`src/hw/rtl/css_pkg.sv`:
```
// Shared constants, operation and error codes and control types for the cursor sequence store.
package css_pkg;

  // Default sizing of the store
  localparam int CSS_DEPTH     = 32;
  localparam int CSS_WORD_BITS = 32;

  // Port widths
  localparam int OP_W    = 4;
  localparam int VALUE_W = 32;
  localparam int INDEX_W = 5;
  localparam int COUNT_W = 6;
  localparam int ERR_W   = 2;

  // Operation codes
  localparam logic [OP_W-1:0] OP_START     = 4'd0;
  localparam logic [OP_W-1:0] OP_END       = 4'd1;
  localparam logic [OP_W-1:0] OP_ADVANCE   = 4'd2;
  localparam logic [OP_W-1:0] OP_RETREAT   = 4'd3;
  localparam logic [OP_W-1:0] OP_INSERT    = 4'd4;
  localparam logic [OP_W-1:0] OP_ATTACH    = 4'd5;
  localparam logic [OP_W-1:0] OP_REMOVE    = 4'd6;
  localparam logic [OP_W-1:0] OP_INS_FRONT = 4'd7;
  localparam logic [OP_W-1:0] OP_APPEND    = 4'd8;
  localparam logic [OP_W-1:0] OP_REM_FRONT = 4'd9;
  localparam logic [OP_W-1:0] OP_READ      = 4'd10;

  // Error codes
  localparam logic [ERR_W-1:0] ERR_OK     = 2'd0;
  localparam logic [ERR_W-1:0] ERR_FULL   = 2'd1;
  localparam logic [ERR_W-1:0] ERR_NO_CUR = 2'd2;
  localparam logic [ERR_W-1:0] ERR_RANGE  = 2'd3;

  // Shift request from the sequencer to the store
  typedef struct packed {
    logic go;
    logic open_gap;
  } css_shift_cmd_t;

endpackage

```
`src/hw/rtl/css_store.sv`:
```
// Word memory with a one-move-per-cycle shift engine and a single access port.
module css_store import css_pkg::*; #(
  parameter int DEPTH     = CSS_DEPTH,
  parameter int WORD_BITS = CSS_WORD_BITS,
  localparam int AW       = (DEPTH > 1) ? $clog2(DEPTH) : 1
) (
  input  logic                 clk,
  input  logic                 rst,
  input  css_shift_cmd_t       cmd,
  input  logic [AW-1:0]        first,
  input  logic [AW-1:0]        moves,
  output logic                 shift_done,
  input  logic                 wr_en,
  input  logic [AW-1:0]        wr_addr,
  input  logic [WORD_BITS-1:0] wr_data,
  input  logic                 rd_en,
  input  logic [AW-1:0]        rd_addr,
  output logic [WORD_BITS-1:0] rd_data
);

  logic [WORD_BITS-1:0] mem [DEPTH];
  logic [AW-1:0]        rd_ptr;
  logic [AW-1:0]        left;
  logic                 dir_open;
  logic                 pend;
  logic [AW-1:0]        pend_addr;
  logic                 moving;
  logic                 mem_we;
  logic [AW-1:0]        mem_waddr;
  logic [WORD_BITS-1:0] mem_wdata;
  logic                 mem_re;
  logic [AW-1:0]        mem_raddr;

  assign moving = (left != '0);

  // Advance the move engine: read one source per cycle, write it one place over next cycle
  always_ff @(posedge clk) begin
    if (rst) begin
      left <= '0;
      pend <= 1'b0;
    end else begin
      if (cmd.go) begin
        left <= moves;
      end else if (moving) begin
        left <= left - AW'(1);
      end
      pend <= moving;
    end
  end

  // Hold source pointer, direction and pending write address
  always_ff @(posedge clk) begin
    if (cmd.go) begin
      rd_ptr   <= first;
      dir_open <= cmd.open_gap;
    end else if (moving) begin
      rd_ptr <= dir_open ? rd_ptr - AW'(1) : rd_ptr + AW'(1);
    end
    pend_addr <= dir_open ? rd_ptr + AW'(1) : rd_ptr - AW'(1);
  end

  assign shift_done = pend && !moving;

  // Select memory port owners
  assign mem_we    = pend || wr_en;
  assign mem_waddr = pend ? pend_addr : wr_addr;
  assign mem_wdata = pend ? rd_data : wr_data;
  assign mem_re    = moving || rd_en;
  assign mem_raddr = moving ? rd_ptr : rd_addr;

  // Memory with registered read
  always_ff @(posedge clk) begin
    if (mem_we) begin
      mem[mem_waddr] <= mem_wdata;
    end
    if (mem_re) begin
      rd_data <= mem[mem_raddr];
    end
  end

endmodule

```
`src/hw/rtl/cursor_sequence_store_top.sv`:
```
// Cursor sequence store: an ordered word store with a cursor, run by a small sequencer.
// Sequence: an accepted transfer steps through S_SHIFT (only when an insert or remove
//   moves entries, one per cycle), S_WRITE, S_RDIDX, S_RDCUR and S_DONE, where done pulses.
// Busy stays high until done has shown, so a new transfer is taken only after the last ends.
// Reset (rst, synchronous): count and cursor clear to zero; store contents stay undefined.
// The receiver cannot stall: each result stands on the ports for the single done cycle.
module cursor_sequence_store_top import css_pkg::*; #(
  parameter int DEPTH     = CSS_DEPTH,
  parameter int WORD_BITS = CSS_WORD_BITS
) (
  input  logic               clk,
  input  logic               rst,
  input  logic               start,
  output logic               busy,
  input  logic [OP_W-1:0]    op,
  input  logic [VALUE_W-1:0] value,
  input  logic [INDEX_W-1:0] index,
  output logic               done,
  output logic [VALUE_W-1:0] current_value,
  output logic               has_current,
  output logic [COUNT_W-1:0] count,
  output logic [COUNT_W-1:0] cursor_pos,
  output logic [VALUE_W-1:0] read_value,
  output logic [ERR_W-1:0]   error_code
);

  localparam int AW   = (DEPTH > 1) ? $clog2(DEPTH) : 1;
  localparam int CW   = $clog2(DEPTH + 1);
  localparam int CMPW = (CW > INDEX_W) ? CW : INDEX_W;

  typedef enum logic [5:0] {
    S_IDLE  = 6'b000001,
    S_SHIFT = 6'b000010,
    S_WRITE = 6'b000100,
    S_RDIDX = 6'b001000,
    S_RDCUR = 6'b010000,
    S_DONE  = 6'b100000
  } state_t;

  state_t               state;
  state_t               state_next;
  logic [CW-1:0]        cnt;
  logic [CW-1:0]        cursor;
  logic [ERR_W-1:0]     err;
  logic [WORD_BITS-1:0] val;
  logic                 do_write;
  logic [AW-1:0]        wpos;
  logic                 rd_idx;
  logic [AW-1:0]        idx_addr;
  logic [WORD_BITS-1:0] read_word;

  logic                 accept;
  logic                 cur_ok;
  logic                 full;
  logic                 idx_ok;
  logic [CW-1:0]        pos;
  logic [ERR_W-1:0]     err_next;
  logic [CW-1:0]        cnt_next;
  logic [CW-1:0]        cursor_next;
  logic                 shift_open;
  logic [AW-1:0]        shift_first;
  logic [AW-1:0]        shift_moves;
  logic                 write_next;
  logic [AW-1:0]        wpos_next;
  logic                 rd_idx_next;

  css_shift_cmd_t       shift_cmd;
  logic                 shift_done;
  logic                 mem_wr_en;
  logic                 mem_rd_en;
  logic [AW-1:0]        mem_rd_addr;
  logic [WORD_BITS-1:0] mem_rd_data;

  assign busy   = (state != S_IDLE);
  assign accept = start && !busy;
  assign cur_ok = (cursor < cnt);
  assign full   = (cnt >= CW'(DEPTH));
  assign idx_ok = (CMPW'(index) < CMPW'(cnt));

  // Decode the operation against the current count and cursor
  always_comb begin
    err_next    = ERR_OK;
    cnt_next    = cnt;
    cursor_next = cursor;
    pos         = '0;
    shift_open  = 1'b0;
    shift_first = '0;
    shift_moves = '0;
    write_next  = 1'b0;
    wpos_next   = '0;
    rd_idx_next = 1'b0;
    case (op)
      OP_START: begin
        cursor_next = '0;
      end
      OP_END: begin
        cursor_next = (cnt != '0) ? cnt - CW'(1) : '0;
      end
      OP_ADVANCE: begin
        if (cur_ok) cursor_next = cursor + CW'(1);
        else        err_next    = ERR_NO_CUR;
      end
      OP_RETREAT: begin
        if (cursor != '0) cursor_next = cursor - CW'(1);
      end
      OP_INSERT, OP_ATTACH, OP_INS_FRONT, OP_APPEND: begin
        if (full) begin
          err_next = ERR_FULL;
        end else begin
          if (op == OP_INSERT)      pos = cur_ok ? cursor : '0;
          else if (op == OP_ATTACH) pos = cur_ok ? cursor + CW'(1) : cnt;
          else if (op == OP_APPEND) pos = cnt;
          else                      pos = '0;
          if (op != OP_APPEND) cursor_next = pos;
          shift_open  = 1'b1;
          shift_first = AW'(cnt - CW'(1));
          shift_moves = AW'(cnt - pos);
          write_next  = 1'b1;
          wpos_next   = AW'(pos);
          cnt_next    = cnt + CW'(1);
        end
      end
      OP_REMOVE, OP_REM_FRONT: begin
        if (!cur_ok) begin
          err_next = ERR_NO_CUR;
        end else begin
          pos         = (op == OP_REMOVE) ? cursor : '0;
          shift_first = AW'(pos + CW'(1));
          shift_moves = AW'(cnt - CW'(1) - pos);
          cnt_next    = cnt - CW'(1);
        end
      end
      OP_READ: begin
        if (idx_ok) rd_idx_next = 1'b1;
        else        err_next    = ERR_RANGE;
      end
      default: begin
      end
    endcase
  end

  assign shift_cmd.go       = accept && (shift_moves != '0);
  assign shift_cmd.open_gap = shift_open;

  // Step the sequencer
  always_comb begin
    state_next = state;
    case (state)
      S_IDLE:  if (accept) state_next = shift_cmd.go ? S_SHIFT : S_WRITE;
      S_SHIFT: if (shift_done) state_next = S_WRITE;
      S_WRITE: state_next = S_RDIDX;
      S_RDIDX: state_next = S_RDCUR;
      S_RDCUR: state_next = S_DONE;
      S_DONE:  state_next = S_IDLE;
      default: state_next = S_IDLE;
    endcase
  end

  always_ff @(posedge clk) begin
    if (rst) begin
      state  <= S_IDLE;
      cnt    <= '0;
      cursor <= '0;
    end else begin
      state <= state_next;
      if (accept) begin
        cnt    <= cnt_next;
        cursor <= cursor_next;
      end
    end
  end

  // Hold the decoded transfer for the later steps
  always_ff @(posedge clk) begin
    if (accept) begin
      err      <= err_next;
      val      <= WORD_BITS'(value);
      do_write <= write_next;
      wpos     <= wpos_next;
      rd_idx   <= rd_idx_next;
      idx_addr <= AW'(index);
    end
    if (state == S_RDCUR) begin
      read_word <= rd_idx ? mem_rd_data : '0;
    end
  end

  // Drive single accesses: new word, indexed read, then word under the cursor
  assign mem_wr_en   = (state == S_WRITE) && do_write;
  assign mem_rd_en   = ((state == S_RDIDX) && rd_idx) || ((state == S_RDCUR) && cur_ok);
  assign mem_rd_addr = (state == S_RDIDX) ? idx_addr : AW'(cursor);

  css_store #(
    .DEPTH     (DEPTH),
    .WORD_BITS (WORD_BITS)
  ) u_store (
    .clk        (clk),
    .rst        (rst),
    .cmd        (shift_cmd),
    .first      (shift_first),
    .moves      (shift_moves),
    .shift_done (shift_done),
    .wr_en      (mem_wr_en),
    .wr_addr    (wpos),
    .wr_data    (val),
    .rd_en      (mem_rd_en),
    .rd_addr    (mem_rd_addr),
    .rd_data    (mem_rd_data)
  );

  // Present the result for the done cycle
  assign done          = (state == S_DONE);
  assign has_current   = cur_ok;
  assign current_value = cur_ok ? VALUE_W'(mem_rd_data) : '0;
  assign count         = COUNT_W'(cnt);
  assign cursor_pos    = COUNT_W'(cursor);
  assign read_value    = VALUE_W'(read_word);
  assign error_code    = err;

`ifndef ASSERT_OFF
  a_cursor_bound: assert property (@(posedge clk) disable iff (rst)
    cursor <= cnt)
    else $error("cursor beyond stored count");

  a_done_single: assert property (@(posedge clk) disable iff (rst)
    done |=> !done)
    else $error("done held for more than one cycle");

  a_accept_busy: assert property (@(posedge clk) disable iff (rst)
    accept |=> busy)
    else $error("not busy after a transfer");

  a_shift_in_state: assert property (@(posedge clk) disable iff (rst)
    shift_done |-> (state == S_SHIFT))
    else $error("shift finished outside the shift step");

  a_count_stable: assert property (@(posedge clk) disable iff (rst)
    busy |=> $stable(cnt) && $stable(cursor))
    else $error("count or cursor moved while busy");
`endif

endmodule
```
`config.mk`:
```
export PLATFORM = sky130hd
export DESIGN_NAME = cursor_sequence_store_top
export DESIGN_NICKNAME = d
export VERILOG_FILES = /design/src/hw/rtl/css_pkg.sv /design/src/hw/rtl/css_store.sv /design/src/hw/rtl/cursor_sequence_store_top.sv
export SDC_FILE = /design/constraint.sdc
export NUM_CORES = 2
export LEC_CHECK = 0
export BUFFER_PORTS_ARGS = -buffer_cell sky130_fd_sc_hd__buf_2
export CAP_MARGIN = 40
export CELL_PAD_IN_SITES_DETAIL_PLACEMENT = 1
export CELL_PAD_IN_SITES_GLOBAL_PLACEMENT = 2
export CORE_UTILIZATION = 47
export CTS_BUF_LIST = sky130_fd_sc_hd__clkbuf_8
export DETAILED_ROUTE_END_ITERATION = 8
export PLACE_DENSITY_LB_ADDON = 0.1
export RECOVER_POWER = 100
export SLEW_MARGIN = 5
export SYNTH_ARGS = -nofsm -noshare
export SYNTH_HDL_FRONTEND = slang
export SYNTH_HIERARCHICAL = 1
export SYNTH_SLANG_ARGS = --single-unit
```
`constraint.sdc`:
```
create_clock -name clk -period 7.1 [get_ports clk]
set_input_delay 1.42 -clock clk [delete_from_list [all_inputs] [get_ports clk]]
set_output_delay 1.42 -clock clk [all_outputs]
set_load 0.01 [all_outputs]
```
==> tab_implementation.tex <==
\begin{tabular}{lr}
\hline
Metric & Value \\
\hline
\multicolumn{2}{l}{\textbf{STA}} \\
Slew HR & -153\% \\
Max Transition Viols Final & 1165 \\
Hold Fails Final Rpt & 0 \\
Max Clock Freq & 155 MHz \\
Actual slew at the worst max-slew pin & 3800 ps \\
Final cycle utilization of the critical path & 90.9\% \\
Final worst path period need & 6460 ps \\
Final number of setup-violating endpoints & 0 \\
Setup repair after global routing missed its margin & no \\
Worst Skew & 36.1 ps \\
Final-layout setup total negative slack & 0 ps \\
\multicolumn{2}{l}{\textbf{Placed design}} \\
DP Cell Count & 4677 \\
Sum of net half-perimeters after detailed placement & 78.8 mm \\
\# port buffers & 124 \\
Routability congestion estimate from global placement & 0.904 \\
\multicolumn{2}{l}{\textbf{CTS}} \\
CTS max path bufs & 3 \\
Source-to-sink clock delay at the later pin of the worst-skew pair & 860 ps \\
Number of clock sinks & 1169 \\
CTS tree & yes \\
Total of hold buffers inserted after clock tree synthesis & 0 \\
Inserted Clock Buffers & 193 \\
Clock-pin transition on the worst setup and hold timing paths & 60 ps \\
Number of H-tree levels & 4 \\
Gates resized, CTS repair & 0 \\
Root Buffer & sky130\_fd\_sc\_hd\_\_clkbuf\_8 \\
Number of buffers added for setup after CTS & 0 \\
\multicolumn{2}{l}{\textbf{Detailed routing}} \\
Number of design-rule violations left by the first detailed-router iteration & 2709 \\
Number of vias after detailed routing & 30400 \\
Initial DRT Pass Iterations & 5 \\
Count of nets left with antenna violations after detail routing & 0 \\
Final routed wirelength across all metal layers & 146 mm \\
Average vias per placed instance & 6.05 \\
DRC violation count after routing & 0 \\
Wire length per cell & 29.2 µm \\
\multicolumn{2}{l}{\textbf{Floorplan}} \\
Area of the core region & 0.0990 mm² \\
Effective utilization at floorplan & 47.7\% \\
Die Span X & 319 µm \\
Placement Rows & 115 \\
Ports & 125 \\
Full die area & 0.102 mm² \\
DIE HEIGHT & 319 µm \\
\multicolumn{2}{l}{\textbf{Worst setup path}} \\
Series of cell instances along the critical path & clkbuf\_1 -> mux2i\_1 -> nor2b\_1 -> nand2\_1 -> nor2\_1 -> clkbuf\_1 \\
Type of the worst setup path & reg -> reg \\
Most numerous cell on the critical path & sky130\_fd\_sc\_hd\_\_clkbuf\_1 \\
CP Max Fanout & 29 \\
Data arrival, critical path & 6820 ps \\
Endpoint type of the worst setup path & flop \\
Cell class contributing the biggest share of worst-path delay & buffers and inverters \\
Critical path's largest stage delay & 2470 ps \\
Startpoint Class & flop \\
Slowest stage cell, crit path & sky130\_fd\_sc\_hd\_\_clkbuf\_1 \\
Worst Path Buf+Inv & 2 \\
Worst EP required & 7470 ps \\
\multicolumn{2}{l}{\textbf{Synth}} \\
Cell area after technology mapping & 0.0472 mm² \\
Count of flip-flops with a built-in enable after synthesis & 1140 \\
Number of warnings reported in the yosys synthesis log & 6 \\
Post-synthesis instance total & 3388 \\
Synth cell types & 81 \\
Mean post-synth cell area & 13.9 µm² \\
Synth top area share & 72.5\% \\
Library cell with the highest instance count after synthesis & sky130\_fd\_sc\_hd\_\_edfxtp\_1 \\
Syn nets & 3457 \\
FF+latch count, synth & 1169 \\
Part of the Yosys area used for sequential elements & 73.7\% \\
Most instantiated flip-flop cell in the synthesis netlist & sky130\_fd\_sc\_hd\_\_edfxtp\_1 \\
Fraction of registers with async set/reset & 0\% \\
Ranking of synthesized cells by instance count & 1140 x sky130\_fd\_sc\_hd\_\_edfxtp\_1, 826 x sky130\_fd\_sc\_hd\_\_nand2\_1, 272 x sky130\_fd\_sc\_hd\_\_nand3\_1, 140 x sky130\_fd\_sc\_hd\_\_mux2i\_1, 133 x sky130\_fd\_sc\_hd\_\_a31oi\_1 \\
Largest area contributor in the synthesized netlist & sky130\_fd\_sc\_hd\_\_edfxtp\_1 \\
Top area cells in the synthesized netlist & sky130\_fd\_sc\_hd\_\_edfxtp\_1 72\%, sky130\_fd\_sc\_hd\_\_nand2\_1 6.6\%, sky130\_fd\_sc\_hd\_\_mux2i\_1 3.0\% \\
\multicolumn{2}{l}{\textbf{Pwr}} \\
Share of total power in sequential cells & 41.2\% \\
NetSw & 0.00884 W \\
Switching fraction of total power & 38.7\% \\
Share of power burned in the clock network & 23.5\% \\
Highest ir drop seen on vdd & 0.000341 V \\
Internal power & 0.0140 W \\
Leakage power & 17.6 nW \\
Overall power after layout & 0.0228 W \\
Part of the total power dissipated in combinational logic & 35.3\% \\
Power density cells & 434 mW/mm² \\
\multicolumn{2}{l}{\textbf{Run status}} \\
Violated checks & max-capacitance violations, max-slew violations \\
Run status & finished, violations left \\
\multicolumn{2}{l}{\textbf{Worst hold path}} \\
Class of the tightest hold or removal check & reg -> reg \\
\multicolumn{2}{l}{\textbf{Layout}} \\
Layout area overhead & 11.3\% \\
FF+latch area & 0.0348 mm² \\
Layout fillers & 9728 \\
Layout net count & 3654 \\
Number of standard cells in the layout, taps in and fillers out & 5021 \\
Share of final-layout standard cells stronger than drive strength 1 & 9.81\% \\
Area of combinational cells with multiple inputs & 0.0114 mm² \\
\multicolumn{2}{l}{\textbf{Global route}} \\
Wire length of the first global-routing pass & 213 mm \\
Met1 demand-to-capacity share in global routing & 39.3\% \\
Total global-route track usage & 28.7\% \\
Global-route met2 utilization & 47.7\% \\
Global routing met3 resource utilization & 4.12\% \\
Initial antenna violation count & 2 \\
Via count of the first global-routing pass & 31300 \\
Largest net degree at the start of global routing & 133 \\
Gr ovfl total & 0 \\
Most congested layer reported by global routing & met2 \\
\multicolumn{2}{l}{\textbf{Run}} \\
Max Cap Viol & 41 \\
\hline
\end{tabular}
==> flip-flops by register name, summed over array words and instances, names as in the netlist <==
| name | count |
|---|---|
| count | 6 |
| cursor_pos | 6 |
| do_write | 1 |
| error_code | 2 |
| idx_addr | 5 |
| rd_idx | 1 |
| read_value | 32 |
| state | 6 |
| u_store/dir_open | 1 |
| u_store/left | 5 |
| u_store/mem | 1024 |
| u_store/pend | 1 |
| u_store/pend_addr | 5 |
| u_store/rd_data | 32 |
| u_store/rd_ptr | 5 |
| val | 32 |
| wpos | 5 |
==> logic make-up (layout without fill, tap and decap cells) <==
| kind of cell | after synthesis | after routing | synth area share, % |
|---|---|---|---|
| xor+xnor | 34 | 34 | 0.631 |
| buf+inv | 239 | 582 | 2.31 |
| fa+ha+maj | 26 | 26 | 0.699 |
| compound gates | 380 | 380 | 5.98 |
| mux | 185 | 185 | 4.05 |
| simple gates | 1355 | 1355 | 12.6 |
| other cells | 0 | 3 | 0 |
| flops | 1169 | 1169 | 73.7 |
==> power groups by stage <==
stage / registers [W] / logic, W / clock network (W)
after CTS: 0.00936 / 0.00813 / 0.00548
after global routing: 0.00945 / 0.00861 / 0.00574
final: 0.00941 / 0.00804 / 0.00536
after global placement: 0.00951 / 0.00770 / 0
after detailed placement: 0.00949 / 0.00810 / 0
after floorplan: 0.00928 / 0.00513 / 0
==> final timing paths <==
path | from | endpoint | slack (ps) | cells after the start
worst max-delay path | u_store/pend | u_store/mem[24][15] | 640 | 6
worst min register to register | u_store/rd_data[5] | read_value[5] | 560 | 1
worst min-delay path | u_store/rd_data[5] | read_value[5] | 560 | 1
worst max register to register | u_store/pend | u_store/mem[24][15] | 640 | 6
==> metrics by stage <==
| stage | util, % | cell area, µm² | setup WS (ps) | hold WS [ps] |
|---|---|---|---|---|
| floorplan | - | 47200 | 1350 | 493 |
| global placement | 50.0 | 49500 | 1750 | 534 |
| detailed placement | 50.3 | 49800 | 1500 | 546 |
| CTS | 53.7 | 53200 | 1490 | 565 |
| global route | 53.1 | 52600 | 558 | 599 |
| finish | 53.1 | 52600 | 643 | 564 |
==> placed cells by master, fill, tap and decap left out, drive strengths merged, types with 11 or more instances in the layout <==
master  instances
a21oi          28
a31oi         134
a32oi         131
and2           69
buf            80
clkbuf        327
clkinv         64
dfxtp          29
edfxtp       1140
ha             24
inv            99
mux2           44
mux2i         141
nand2         826
nand2b         11
nand3         272
nor2           85
nor3           13
nor4           34
o21ai          20
o22ai          13
xnor2          21
xor2           13
==> metal layers <==
| metal | vias up | wire length (µm) |
|---|---|---|
| met5 | - | 0 |
| met4 | 0 | 3580 |
| met3 | 239 | 8380 |
| met2 | 1065 | 71600 |
| met1 | 15900 | 62900 |
| li1 | 13100 | - |
==> area by class of cell <==
class	count	area share [%]
Antenna cell	3	0.0143
Clock buffer	198	5.18
Clock inverter	143	1.32
Inverter	32	0.228
Multi-Input combinational cell	1980	21.7
Sequential cell	1169	66.2
Tap cell	1287	3.06
Timing Repair Buffer	209	2.24
No activity file was read; power rests on OpenSTA's default activity.
